==> src/rtl/multiturn_angle_tracker_median5_defines.svh <==
// assertion macros for the multi-turn angle tracker
`ifndef MULTITURN_ANGLE_TRACKER_MEDIAN5_DEFINES_SVH
`define MULTITURN_ANGLE_TRACKER_MEDIAN5_DEFINES_SVH

`ifndef SYNTHESIS
// same-cycle implication, clocked on clk, off during reset
`define MAT_ASSERT_NOW(lbl, ante, cons) \
	lbl: assert property (@(posedge clk) disable iff (!arst_n) (ante) |-> (cons)) \
		else $error("assertion failed");
// next-cycle implication, clocked on clk, off during reset
`define MAT_ASSERT_NEXT(lbl, ante, cons) \
	lbl: assert property (@(posedge clk) disable iff (!arst_n) (ante) |=> (cons)) \
		else $error("assertion failed");
`else
`define MAT_ASSERT_NOW(lbl, ante, cons)
`define MAT_ASSERT_NEXT(lbl, ante, cons)
`endif

`endif

==> src/rtl/mat_pkg.sv <==
package mat_pkg;

	localparam int ANGLE_BITS  = 12;
	localparam int DELTA_BITS  = 13;
	localparam int N_SAMPLES   = 5;
	localparam int OUT_BITS    = 32;
	localparam int HALF_TURN   = 2048;
	localparam int FULL_TURN   = 4096;

	// magnet status byte bits
	localparam logic [7:0] STAT_STRONG = 8'h08;
	localparam logic [7:0] STAT_WEAK   = 8'h10;
	localparam logic [7:0] STAT_OK     = 8'h20;

	typedef enum logic [1:0] {
		MAG_OK      = 2'd0,
		MAG_STRONG  = 2'd1,
		MAG_WEAK    = 2'd2,
		MAG_MISSING = 2'd3
	} mag_code_t;

	typedef enum logic {
		KIND_UPDATE    = 1'b0,
		KIND_CALIBRATE = 1'b1
	} kind_t;

	typedef logic [ANGLE_BITS-1:0] angle_t;

	typedef struct packed {
		logic         kind;
		angle_t       sample_a;
		angle_t       sample_b;
		angle_t       sample_c;
		angle_t       sample_d;
		angle_t       sample_e;
		logic [7:0]   magnet_status;
		logic         read_ok;
	} item_t;

	typedef struct packed {
		logic                       success;
		logic [1:0]                 magnet_code;
		logic signed [OUT_BITS-1:0] position_counts;
		logic signed [OUT_BITS-1:0] angle_counts;
	} result_t;

	// status byte decode, strong wins over weak, weak over ok
	function automatic mag_code_t decode_magnet(input logic [7:0] status);
		mag_code_t code;
		if ((status & STAT_STRONG) != 8'h00) begin
			code = MAG_STRONG;
		end else if ((status & STAT_WEAK) != 8'h00) begin
			code = MAG_WEAK;
		end else if ((status & STAT_OK) != 8'h00) begin
			code = MAG_OK;
		end else begin
			code = MAG_MISSING;
		end
		return code;
	endfunction

endpackage

==> src/rtl/mat_item_if.sv <==
interface mat_item_if;
	logic           valid;
	logic           ready;
	mat_pkg::item_t payload;

	modport source (output valid, output payload, input ready);
	modport sink (input valid, input payload, output ready);
endinterface

==> src/rtl/mat_result_if.sv <==
interface mat_result_if;
	logic             valid;
	logic             ready;
	mat_pkg::result_t payload;

	modport source (output valid, output payload, input ready);
	modport sink (input valid, input payload, output ready);
endinterface

==> src/rtl/mat_median.sv <==
module mat_median #(
	parameter int WINDOW = 5
) (
	input  logic [mat_pkg::N_SAMPLES-1:0][mat_pkg::ANGLE_BITS-1:0] raw,
	input  logic [mat_pkg::ANGLE_BITS-1:0]                          last_angle,
	output logic signed [mat_pkg::DELTA_BITS-1:0]                   median
);

	localparam int RANK_BITS = (WINDOW > 1) ? $clog2(WINDOW) : 1;
	localparam int MID       = WINDOW / 2;
	localparam int WIDE_BITS = mat_pkg::DELTA_BITS + 1;

	logic signed [mat_pkg::DELTA_BITS-1:0] delta [WINDOW];
	logic [RANK_BITS-1:0]                  rank  [WINDOW];

	// wrapped difference of each window sample, samples repeat every five
	always_comb begin
		logic signed [WIDE_BITS-1:0] d;
		for (int i = 0; i < WINDOW; i++) begin
			d = signed'({2'b00, raw[i % mat_pkg::N_SAMPLES]}) - signed'({2'b00, last_angle});
			if (d > WIDE_BITS'(mat_pkg::HALF_TURN)) begin
				d = d - WIDE_BITS'(mat_pkg::FULL_TURN);
			end else if (d < -WIDE_BITS'(mat_pkg::HALF_TURN)) begin
				d = d + WIDE_BITS'(mat_pkg::FULL_TURN);
			end
			delta[i] = d[mat_pkg::DELTA_BITS-1:0];
		end
	end

	// stable rank of each delta, ties broken by position
	always_comb begin
		for (int i = 0; i < WINDOW; i++) begin
			rank[i] = '0;
			for (int j = 0; j < WINDOW; j++) begin
				if ((j != i) && ((delta[j] < delta[i]) || ((j < i) && (delta[j] == delta[i])))) begin
					rank[i] = rank[i] + 1'b1;
				end
			end
		end
	end

	// pick the delta whose rank is the middle one
	always_comb begin
		median = '0;
		for (int i = 0; i < WINDOW; i++) begin
			if (rank[i] == RANK_BITS'(MID)) begin
				median = median | delta[i];
			end
		end
	end

endmodule

==> src/rtl/multiturn_angle_tracker_median5.sv <==
// Multi-turn angle tracker for a 12-bit absolute angle sensor.
// Requests arrive on the items channel (valid/ready); each request gives one
// result on the results channel (valid/ready), in order.
// A calibrate request with a good read loads sample_a as the last angle and
// clears the position when the magnet status decodes as ok. Once calibrated, an
// update request with a good read unwraps five samples against the last angle,
// takes the median and adds it to the saturating position. Written via
// cfg_we/cfg_wdata, direction_negative negates the reported angle; the user
// must write it only while the block is idle, which the block does not enforce.
// Throughput: one request per cycle unless stalled; the median network, the
// saturating add and the state update all sit between the input stage and the
// result register, so the next request sees the updated state. When the
// receiver stalls, the result register holds its value and the input stage
// keeps one more request; ready drops once both are full.
// Reset clears the position, last angle, calibrated flag, direction and all
// valid flags; no result is pending after reset.
`include "multiturn_angle_tracker_median5_defines.svh"

module multiturn_angle_tracker_median5 #(
	parameter int WINDOW         = 5,
	parameter int POSITION_WIDTH = 32
) (
	input  logic                clk,
	input  logic                arst_n,
	input  logic                cfg_we,
	input  logic                cfg_wdata,
	mat_item_if.sink            items,
	mat_result_if.source        results
);

	localparam int PW = POSITION_WIDTH;

	logic                             dir_neg_q;
	logic [mat_pkg::ANGLE_BITS-1:0]   last_angle_q;
	logic signed [PW-1:0]             position_q;
	logic                             is_cal_q;

	logic                             valid_s1;
	mat_pkg::item_t                   item_s1;
	logic                             valid_s2;
	mat_pkg::result_t                 result_s2;

	logic                             advance;
	logic signed [mat_pkg::DELTA_BITS-1:0] median;
	logic [mat_pkg::N_SAMPLES-1:0][mat_pkg::ANGLE_BITS-1:0] raw;

	mat_pkg::mag_code_t               code;
	logic                             cal_ok;
	logic                             upd_ok;
	logic signed [PW:0]               sum;
	logic signed [PW-1:0]             sat_pos;
	logic signed [PW-1:0]             next_pos;
	logic signed [PW-1:0]             dir_pos;
	logic [mat_pkg::ANGLE_BITS-1:0]   next_angle;

	localparam logic signed [PW-1:0] POS_MAX = {1'b0, {(PW-1){1'b1}}};
	localparam logic signed [PW-1:0] POS_MIN = {1'b1, {(PW-1){1'b0}}};

	// handshake: stage 1 moves on when the result register is free or drains
	assign advance       = valid_s1 && (!valid_s2 || results.ready);
	assign items.ready   = !valid_s1 || advance;
	assign results.valid = valid_s2;
	assign results.payload = result_s2;

	// median of the unwrapped window
	assign raw = {item_s1.sample_e, item_s1.sample_d, item_s1.sample_c,
		item_s1.sample_b, item_s1.sample_a};

	mat_median #(
		.WINDOW(WINDOW)
	) u_median (
		.raw       (raw),
		.last_angle(last_angle_q),
		.median    (median)
	);

	// decode and state update
	always_comb begin
		code   = mat_pkg::MAG_OK;
		cal_ok = 1'b0;
		upd_ok = 1'b0;
		if (item_s1.kind == mat_pkg::KIND_CALIBRATE) begin
			if (item_s1.read_ok) begin
				code   = mat_pkg::decode_magnet(item_s1.magnet_status);
				cal_ok = (code == mat_pkg::MAG_OK);
			end
		end else begin
			upd_ok = is_cal_q && item_s1.read_ok;
		end
	end

	// saturating add of the median, overflow shows in the top two bits
	always_comb begin
		sum = (PW + 1)'(position_q) + (PW + 1)'(median);
		if (sum[PW] != sum[PW-1]) begin
			sat_pos = sum[PW] ? POS_MIN : POS_MAX;
		end else begin
			sat_pos = sum[PW-1:0];
		end
	end

	assign next_angle = last_angle_q + median[mat_pkg::ANGLE_BITS-1:0];

	always_comb begin
		if (cal_ok) begin
			next_pos = '0;
		end else if (upd_ok) begin
			next_pos = sat_pos;
		end else begin
			next_pos = position_q;
		end
	end

	// direction applied, most negative clamps to most positive
	always_comb begin
		if (!dir_neg_q) begin
			dir_pos = next_pos;
		end else if (next_pos == POS_MIN) begin
			dir_pos = POS_MAX;
		end else begin
			dir_pos = -next_pos;
		end
	end

	// configuration register
	always_ff @(posedge clk or negedge arst_n) begin
		if (!arst_n) begin
			dir_neg_q <= 1'b0;
		end else if (cfg_we) begin
			dir_neg_q <= cfg_wdata;
		end
	end

	// tracker state
	always_ff @(posedge clk or negedge arst_n) begin
		if (!arst_n) begin
			last_angle_q <= '0;
			position_q   <= '0;
			is_cal_q     <= 1'b0;
		end else if (advance) begin
			position_q <= next_pos;
			if (cal_ok) begin
				last_angle_q <= item_s1.sample_a;
				is_cal_q     <= 1'b1;
			end else if (upd_ok) begin
				last_angle_q <= next_angle;
			end
		end
	end

	// input stage valid
	always_ff @(posedge clk or negedge arst_n) begin
		if (!arst_n) begin
			valid_s1 <= 1'b0;
		end else if (items.ready) begin
			valid_s1 <= items.valid;
		end
	end

	// input stage payload
	always_ff @(posedge clk) begin
		if (items.valid && items.ready) begin
			item_s1 <= items.payload;
		end
	end

	// result register valid
	always_ff @(posedge clk or negedge arst_n) begin
		if (!arst_n) begin
			valid_s2 <= 1'b0;
		end else if (advance) begin
			valid_s2 <= 1'b1;
		end else if (results.ready) begin
			valid_s2 <= 1'b0;
		end
	end

	// result register payload
	always_ff @(posedge clk) begin
		if (advance) begin
			result_s2.success         <= cal_ok || upd_ok;
			result_s2.magnet_code     <= code;
			result_s2.position_counts <= mat_pkg::OUT_BITS'(next_pos);
			result_s2.angle_counts    <= mat_pkg::OUT_BITS'(dir_pos);
		end
	end

	// checks
	`MAT_ASSERT_NEXT(a_state_holds, !advance, $stable(position_q) && $stable(last_angle_q))
	`MAT_ASSERT_NOW(a_no_overrun, valid_s2 && !results.ready, !advance)
	`MAT_ASSERT_NEXT(a_cal_clears, advance && cal_ok, position_q == '0 && is_cal_q)
	`MAT_ASSERT_NOW(a_fail_code, results.valid && results.payload.magnet_code != mat_pkg::MAG_OK, !results.payload.success)

endmodule

==> src/flat_wrapper.sv <==
// flat-port wrapper written by rule: the top's interface ports become plain ports
module multiturn_angle_tracker_median5_flat 
#(
	parameter int WINDOW         = 5,
	parameter int POSITION_WIDTH = 32
)
  (clk, arst_n, cfg_we, cfg_wdata, items_valid, items_payload, items_ready, results_valid, results_payload, results_ready);
  mat_item_if items_i ();
  mat_result_if results_i ();
  input  logic clk;
  input  logic arst_n;
  input  logic cfg_we;
  input  logic cfg_wdata;
  input wire logic [$bits(items_i.valid)-1:0] items_valid;
  input wire logic [$bits(items_i.payload)-1:0] items_payload;
  output wire logic [$bits(items_i.ready)-1:0] items_ready;
  output wire logic [$bits(results_i.valid)-1:0] results_valid;
  output wire logic [$bits(results_i.payload)-1:0] results_payload;
  input wire logic [$bits(results_i.ready)-1:0] results_ready;
  assign items_i.valid = items_valid;
  assign items_i.payload = items_payload;
  assign items_ready = items_i.ready;
  assign results_valid = results_i.valid;
  assign results_payload = results_i.payload;
  assign results_i.ready = results_ready;
  multiturn_angle_tracker_median5 #(.WINDOW(WINDOW), .POSITION_WIDTH(POSITION_WIDTH)) u_core (.clk(clk), .arst_n(arst_n), .cfg_we(cfg_we), .cfg_wdata(cfg_wdata), .items(items_i), .results(results_i));
endmodule
==> config.mk <==
export PLATFORM = sky130hd
export DESIGN_NAME = multiturn_angle_tracker_median5_flat
export DESIGN_NICKNAME = d
export VERILOG_FILES = /design/src/rtl/mat_pkg.sv /design/src/rtl/mat_item_if.sv /design/src/rtl/mat_result_if.sv /design/src/rtl/mat_median.sv /design/src/rtl/multiturn_angle_tracker_median5.sv /design/src/flat_wrapper.sv
export VERILOG_INCLUDE_DIRS = /design/src /design/src/rtl
export SDC_FILE = /design/constraint.sdc
export NUM_CORES = 1
export LEC_CHECK = 0
export BUFFER_PORTS_ARGS = -buffer_cell sky130_fd_sc_hd__buf_2
export CAP_MARGIN = 30
export CORE_UTILIZATION = 49
export CTS_CLUSTER_SIZE = 14
export DETAILED_ROUTE_END_ITERATION = 16
export HOLD_SLACK_MARGIN = 0.05
export PLACE_DENSITY = 0.72
export SYNTH_ARGS = -nofsm -noshare
export SYNTH_HDL_FRONTEND = slang
export SYNTH_SLANG_ARGS = --single-unit
==> constraint.sdc <==
create_clock -name clk -period 36.1 [get_ports clk]
set_input_delay 0 -clock clk [delete_from_list [all_inputs] [get_ports clk]]
set_output_delay 0 -clock clk [all_outputs]
set_load 0.02 [all_outputs]
# Word level (Yosys, flattened, before mapping)
# Cells that the tools add are included.
totals:
  input_bits: 76
  ff_bits: 183
  output_inout_bits: 69
  wordCells: 179
classes:
  eq_ne: 17
  bitwise: 4
  n_addsub: 33
  order_cmp: 30
  muxes: 53
  reduce_logical: 24
ops:
  columns: ["operator", "count"]
  rows:
  - ["$lt A13 B13 Y1", 20]
  - ["$mux W13", 15]
  - ["$mux W32", 6]
  - ["$eq A13 B13 Y1", 10]
  - ["$add A13 B13 Y13 const B", 5]
  - ["$gt A13 B13 Y1 const B", 5]
  - ["$lt A13 B12 Y1 const B", 5]
  - ["$sub A12 B12 Y13", 5]
  - ["$sub A13 B13 Y13 const B", 5]
  - ["$or A13 B13 Y13", 4]
  - ["$mux W3", 14]
  - ["$add A3 B1 Y3 const B", 11]
  - ["$add A32 B13 Y33", 1]
  - ["$eq A32 B32 Y1 const B", 1]
  - ["$neg A32 Y32", 1]
  - ["$mux W12", 2]
  - ["$eq A3 B2 Y1 const B", 5]
  - ["$logic_or A1 B1 Y1", 13]
  - ["$add A12 B12 Y12", 1]
  - ["$mux W2", 6]
  - ["$mux W1", 10]
  - ["$add A1 B1 Y2 const B", 3]
  - ["$reduce_and A2 Y1", 3]
  - ["$reduce_bool A2 Y1", 2]
  - ["other kinds (5)", 8]

# Longest topological paths before layout
logic_depth:
  depth_word: 30
  ltp_mapped: 53
  depth_no_buf: 48

# Hierarchy
# A second synthesis with hierarchy kept.
unflattened:
  cells_unflattened: 1860
  hier_area_um2: 17336.6
modules_own_cells:
  columns: ["module", "n_inst", "area_per_inst_um2", "seq_area_each_um2", "cells_each"]
  rows:
  - ["multiturn_angle_tracker_median5", 1, 9944.5, 5165.0, 888]
  - ["mat_median", 1, 7392.1, 0.0, 972]

# Worst setup path before layout
# OpenSTA, ideal clock, no wires.
synth_path:
  kind: "flip-flop to flip-flop"
  start: "register u_core.last_angle_q[1] (netlist bit)"
  end: "register u_core.result_s2 (netlist bit u_core.results.payload[12]), data pin"
  setup_slack_ns: 24.621
  arrival_time_ns: 11.348
  path_stages_with_launch: 44
  required_ns: 35.969
  setup_time_ns: 0.131
  n_path_buf: 6
  period_less_slack_ns: 11.479
  path_cell_list: "dfrtp_1 -> inv_1 -> fa_1 -> a211oi_1 -> o21ai_0 -> a21o_1 -> a311oi_1 -> nand3_1 -> o21bai_1 -> ha_1 -> o21ai_0 -> a21oi_1 -> nor3_1 -> inv_1 -> ha_1 -> xor2_1 -> ha_1 -> and3b_1 -> [8 not listed] -> ha_1 -> clkbuf_1 -> a21o_1 -> a221o_1 -> a21o_1 -> or3_1 -> buf_2 -> buf_4 -> and3_1 -> nor3_1 -> o211ai_1 -> or4_1 -> buf_2 -> or3_4 -> or2_1 -> buf_6 -> buf_6 -> nand2_1"
synth_via:
  elab_chain_cells: 30
  word_cells_on_any_way: 134
  cone_classes: "32 x add/sub; 30 x order compare; 17 x eq/ne; 41 x mux; 4 x bitwise; 10 x reduce/logical"
synth_rtl:
  columns: ["element", "line", "text"]
  rows:
  - ["from (decl)", "multiturn_angle_tracker_median5.sv:34", "logic [mat_pkg::ANGLE_BITS-1:0] last_angle_q;"]
  - ["from (signal assigned)", "multiturn_angle_tracker_median5.sv:143", "last_angle_q <= item_s1.sample_a;"]
  - ["from (signal assigned)", "multiturn_angle_tracker_median5.sv:146", "last_angle_q <= next_angle;"]
  - ["$sub A12 B12 Y13", "mat_median.sv:20", "d = signed'({2'b00, raw[i % mat_pkg::N_SAMPLES]}) - signed'({2'b00, last_angle});"]
  - ["$add A13 B13 Y13 / $lt A13 B12 Y1 (equally long branches)", "mat_median.sv:24, mat_median.sv:23", null]
  - ["$mux W13", "mat_median.sv:23", "end else if (d < -WIDE_BITS'(mat_pkg::HALF_TURN)) begin"]
  - ["$mux W13", "mat_median.sv:21", "if (d > WIDE_BITS'(mat_pkg::HALF_TURN)) begin"]
  - ["$lt A13 B13 Y1", "mat_median.sv:35", "if ((j != i) && ((delta[j] < delta[i]) || ((j < i) && (delta[j] == delta[i])))) begin"]
  - ["$mux W1", "mat_median.sv:35", null]
  - ["$add A3 B1 Y3", "mat_median.sv:36", "rank[i] = rank[i] + 1'b1;"]
  - ["$mux W3", "mat_median.sv:35", null]
  - ["[15 not listed]", null, null]
  - ["$mux W32 / $ne A1 B1 Y1 (equally long branches)", "multiturn_angle_tracker_median5.sv:96, multiturn_angle_tracker_median5.sv:95", null]
  - ["$mux W32 (*)", "multiturn_angle_tracker_median5.sv:95", "if (sum[PW] != sum[PW-1]) begin"]
  - ["$mux W32 (*)", "multiturn_angle_tracker_median5.sv:107", "end else if (upd_ok) begin"]
  - ["$mux W32 (*)", "multiturn_angle_tracker_median5.sv:105", "if (cal_ok) begin"]
  - ["$neg A32 Y32 / $eq A32 B32 Y1 (equally long branches)", "multiturn_angle_tracker_median5.sv:121, multiturn_angle_tracker_median5.sv:118", null]
  - ["$mux W32", "multiturn_angle_tracker_median5.sv:118", "end else if (next_pos == POS_MIN) begin"]
  - ["$mux W32 (*)", "multiturn_angle_tracker_median5.sv:116", "if (!dir_neg_q) begin"]
  - ["net u_core.dir_pos[12]", "multiturn_angle_tracker_median5.sv:53", "logic signed [PW-1:0] dir_pos;"]
  - ["to (decl)", "multiturn_angle_tracker_median5.sv:41", "mat_pkg::result_t result_s2;"]
# The timed path passes the listed nets; every way through them passes the cells marked *.
# A chain may end at the register's enable or synchronous reset.

# Final worst setup path
layout_path:
  start: "register u_core.last_angle_q[1] (netlist bit)"
  end: "register u_core.result_s2 (netlist bit u_core.results.payload[21]), data pin"
layout_via:
  elab_chain_cells: 30
  word_cells_on_any_way: 134
  cone_classes: "32 x add/sub; 30 x order compare; 17 x eq/ne; 41 x mux; 4 x bitwise; 10 x reduce/logical"
layout_rtl:
  columns: ["element", "line", "text"]
  rows:
  - ["$sub A12 B12 Y13", "mat_median.sv:20", null]
  - ["$add A13 B13 Y13 / $lt A13 B12 Y1 (equally long branches)", "mat_median.sv:24, mat_median.sv:23", null]
  - ["$mux W13", "mat_median.sv:23", null]
  - ["$mux W13", "mat_median.sv:21", null]
  - ["$lt A13 B13 Y1", "mat_median.sv:35", null]
  - ["$mux W1", "mat_median.sv:35", null]
  - ["$add A3 B1 Y3", "mat_median.sv:36", null]
  - ["$mux W3", "mat_median.sv:35", null]
  - ["[16 not listed]", null, null]
  - ["$mux W32 (*)", "multiturn_angle_tracker_median5.sv:95", null]
  - ["$mux W32 (*)", "multiturn_angle_tracker_median5.sv:107", null]
  - ["$mux W32 (*)", "multiturn_angle_tracker_median5.sv:105", null]
  - ["net u_core.next_pos[1]", "multiturn_angle_tracker_median5.sv:52", "logic signed [PW-1:0] next_pos;"]
  - ["$neg A32 Y32 / $eq A32 B32 Y1 (equally long branches)", "multiturn_angle_tracker_median5.sv:121, multiturn_angle_tracker_median5.sv:118", null]
  - ["$mux W32 (*)", "multiturn_angle_tracker_median5.sv:118", null]
  - ["$mux W32 (*)", "multiturn_angle_tracker_median5.sv:116", null]
  - ["net u_core.dir_pos[21]", "multiturn_angle_tracker_median5.sv:53", null]
# Marks and branches as above.

==> run_results.csv <==
group,metric,value,unit
yosys,syn-cell-area,16790,sq um
clock_tree,clkLatencyLatePin,470,ps
layout,fin_cells,2537,
sta,setup_viol,0,
drt,drt-initial-drc-count,1365,
yosys,synth-main-ff-cell,"edfxtp_1",
worst_setup_path,crit_end,"u_core.results.payload[21]",
worst_setup_path,r2r_end,"u_core.results.payload[21]",
worst_setup_path,crit_cells,41,
worst_setup_path,startpoint,"u_core.last_angle_q[1]",
run_status,status,"finished clean",
sta,slew_violations,0,
worst_setup_path,worstPathArrival,13570,ps
yosys,synth_top_area_cell,"edfxtp_1",
sta,hold_viol,0,
clock_tree,clkTransAtPathRegs,80,ps
sta,finClkSkew,17.07,ps
drt,dr_total_vias,15541,
placement,placedCellCount,2434,
worst_setup_path,r2r-start,"u_core.last_angle_q[1]",
layout,drive_above_1_share,11.58,%
floorplan,pin_count,145,
clock_tree,clockBufferDepth,2,
sta,rsz0062_at_grt,"false",
placement,dp_slack,23190,ps
layout,fill_cells,2884,
global_routing,track_usage,28.90,%
drt,via_per_inst,6.126,
clock_tree,cts_resized,0,
clock_tree,cts_made_buffers,17,
yosys,synth-seq-cells,180,
worst_setup_path,max_stage_delay,830,ps
yosys,synth.avg_cell_area,8.986,sq um
sta,fmax,75.39,MHz
layout,layout.nets,2406,
yosys,async_flop_share,26.67,%
drt,ant_nets,0,
yosys,synth_cell_types,90,
worst_setup_path,cpMaxStageDelayCell,"xnor2_1",
global_routing,grt_antenna_before_repair,1,
drt,drtPass1Iterations,6,
sta,slew_headroom,28.78,%
placement,dpl.hpwl,37310,um
floorplan,initial_utilization,49.93,%
clock_tree,cts.sinks,180,
drt,routed_wl,50470,um
sta,setup_tns,0,ps
drt,wire_per_inst,19.89,um
placement,buffer_ports.inserted,139,
floorplan,rows,67,
layout,diodes,0,
worst_setup_path,r2r_cells,41,
floorplan,die_area,35000,sq um
floorplan,fp.coreArea,33620,sq um
global_routing,overflow,0,
drt,drc,0,
worst_setup_path,cp_max_fo,28,
worst_setup_path,path_class,"flop to flop",
placement,gp_congestion,0.9873,
sta,post-route-period-util,36.75,%
worst_setup_path,critPathRequiredTime,36400,ps
worst_setup_path,cp-start-kind,"flop",
floorplan,die_h,187.1,um
layout,area_growth,15.68,%
sta,period_minus_slack,13270,ps
worst_setup_path,end_kind,"flop",
clock_tree,htree_levels,4,
worst_setup_path,crit_family,"compound AO/OA/AOI/OAI gates",
global_routing,grt_max_degree,73,
global_routing,grt_pass1_vias,14950,
global_routing,grt_pass1_wl,79640,um
sta,worst_slack,22840,ps
clock_tree,root_buffer,"clkbuf_16",
yosys,ys_seq_area_share,30.77,%
yosys,yosys_warnings,0,
clock_tree,cts_tree,"done",
sta,tightestPinTransition,1061,ps
yosys,synthTopCellsByArea,"edfxtp_1 24%, ha_1 18%, dfrtp_1 7.2%, nand2_1 4.2%, a21oi_1 3.8%",
floorplan,die_w,187.1,um
worst_setup_path,cpMostUsedCell,"ha_1",
worst_setup_path,ff2ff_setup_slack,22840,ps
yosys,synth-edff-count,132,
run,max_cap_violations,0,
yosys,synth_cells,1868,
yosys,synth_nets,2198,
yosys,synth_top_area_share,23.61,%
worst_setup_path,critPathBufInv,4,
worst_hold_path,hold_path_class,"input pin to asynchronous set/reset pin",
through the flow:
| stage | hold WS, ps | instance area [sq um] | util (%) |
|---|---|---|---|
| 6_report | 181.5 | 19420 | 57.77 |
| 5_1_grt | 224.9 | 19420 | 57.77 |
| 4_1_cts | 221.0 | 19420 | 57.77 |
| 3_5_place_dp | 171.4 | 18070 | 53.75 |
| 3_3_place_gp | 174.0 | 18020 | 53.60 |
| 2_1_floorplan | -295.6 | 16790 | - |
tightest hold or removal path, stage by stage:
cell and delay [ps]:
dlygate4sd3_1 520, buf_2 90, buf_4 530
layout by cell type (no fill, tap or decap), drive strengths merged, types with 52 or more instances in the layout:
master       instances
inv                139
nand3               54
a21oi              129
xnor2               52
ha                 247
edfxtp             132
nand2              193
buf                167
dlygate4sd3         71
o21ai              126
nor2               114
sequential cells by signal, indices dropped and copies added, names as in the netlist:
register and count:
u_core.item_s1 65, u_core.valid_s1 1, u_core.position_q 32, u_core.is_cal_q 1, u_core.results.payload 67, u_core.results.valid 1
u_core.dir_neg_q 1, u_core.last_angle_q 12
worst min path at each step:
stage	slack, ps	to	from	cells after the start
final	180	u_core.position_q[27]	arst_n	3
after global routing	220	u_core.item_s1[18]	items_payload[18]	2
after global placement	170	u_core.position_q[27]	arst_n	2
after detailed placement	170	u_core.position_q[27]	arst_n	2
after CTS	220	u_core.position_q[13]	arst_n	3
after floorplan	-300	u_core.dir_neg_q	arst_n	0
cell usage after synthesis (all sizes together), types with 13 or more instances:
cell type	count
o21a	24
a21oi	129
buf	14
clkbuf	35
edfxtp	132
o31ai	15
a21o	34
nand2b	20
a211oi	31
nor2	114
xor2	43
mux2i	13
nand3	54
ha	247
o21ai	126
inv	130
nand4	37
nor2b	31
nor3	36
dfrtp	48
o211ai	26
o221ai	13
xnor2	52
nand2	193
a31oi	30
metal layers:
layer	global-route usage (%)	wire length, um	part of all wire (%)	vias to the layer above
li1	-	-	-	7468
met1	37.71	22020	44	7309
met2	46.71	22730	45	642
met3	4.916	3614	7.2	122
met4	13.37	2106	4.2	0
met5	0	0	0	-
layout make-up:
class | count | area [sq um] | area share [%]
Multi-Input combinational cell | 1507 | 10910 | 56.20
Sequential cell | 180 | 5165 | 26.60
Timing Repair Buffer | 238 | 1642 | 8.454
Tap cell | 448 | 560.5 | 2.887
Inverter | 132 | 496.7 | 2.558
Clock buffer | 17 | 425.4 | 2.191
Clock inverter | 15 | 215.2 | 1.108
logic make-up (layout without fill, tap and decap cells):
| kind of cell | count (synthesis) | after routing | synth area share [%] |
|---|---|---|---|
| muxes | 18 | 18 | 1.178 |
| DFF | 180 | 180 | 30.77 |
| xor gates and xnor gates | 95 | 95 | 4.957 |
| adders and majority gates | 259 | 259 | 19.54 |
| buffers and inverters | 181 | 402 | 4.338 |
| and+or+nand+nor | 578 | 578 | 16.90 |
| AOI/OAI and AO/OA | 557 | 557 | 22.32 |
repair_timing:
action / 4_1_cts / 5_1_grt
buffers inserted: 0 / 0
hold buffers: 71 / 0
hold endpoints to repair: 116 / 0
Power is left out: the tool's default activity adds up to more than one toggle a clock period on the data nets, which glitch-free logic cannot reach.
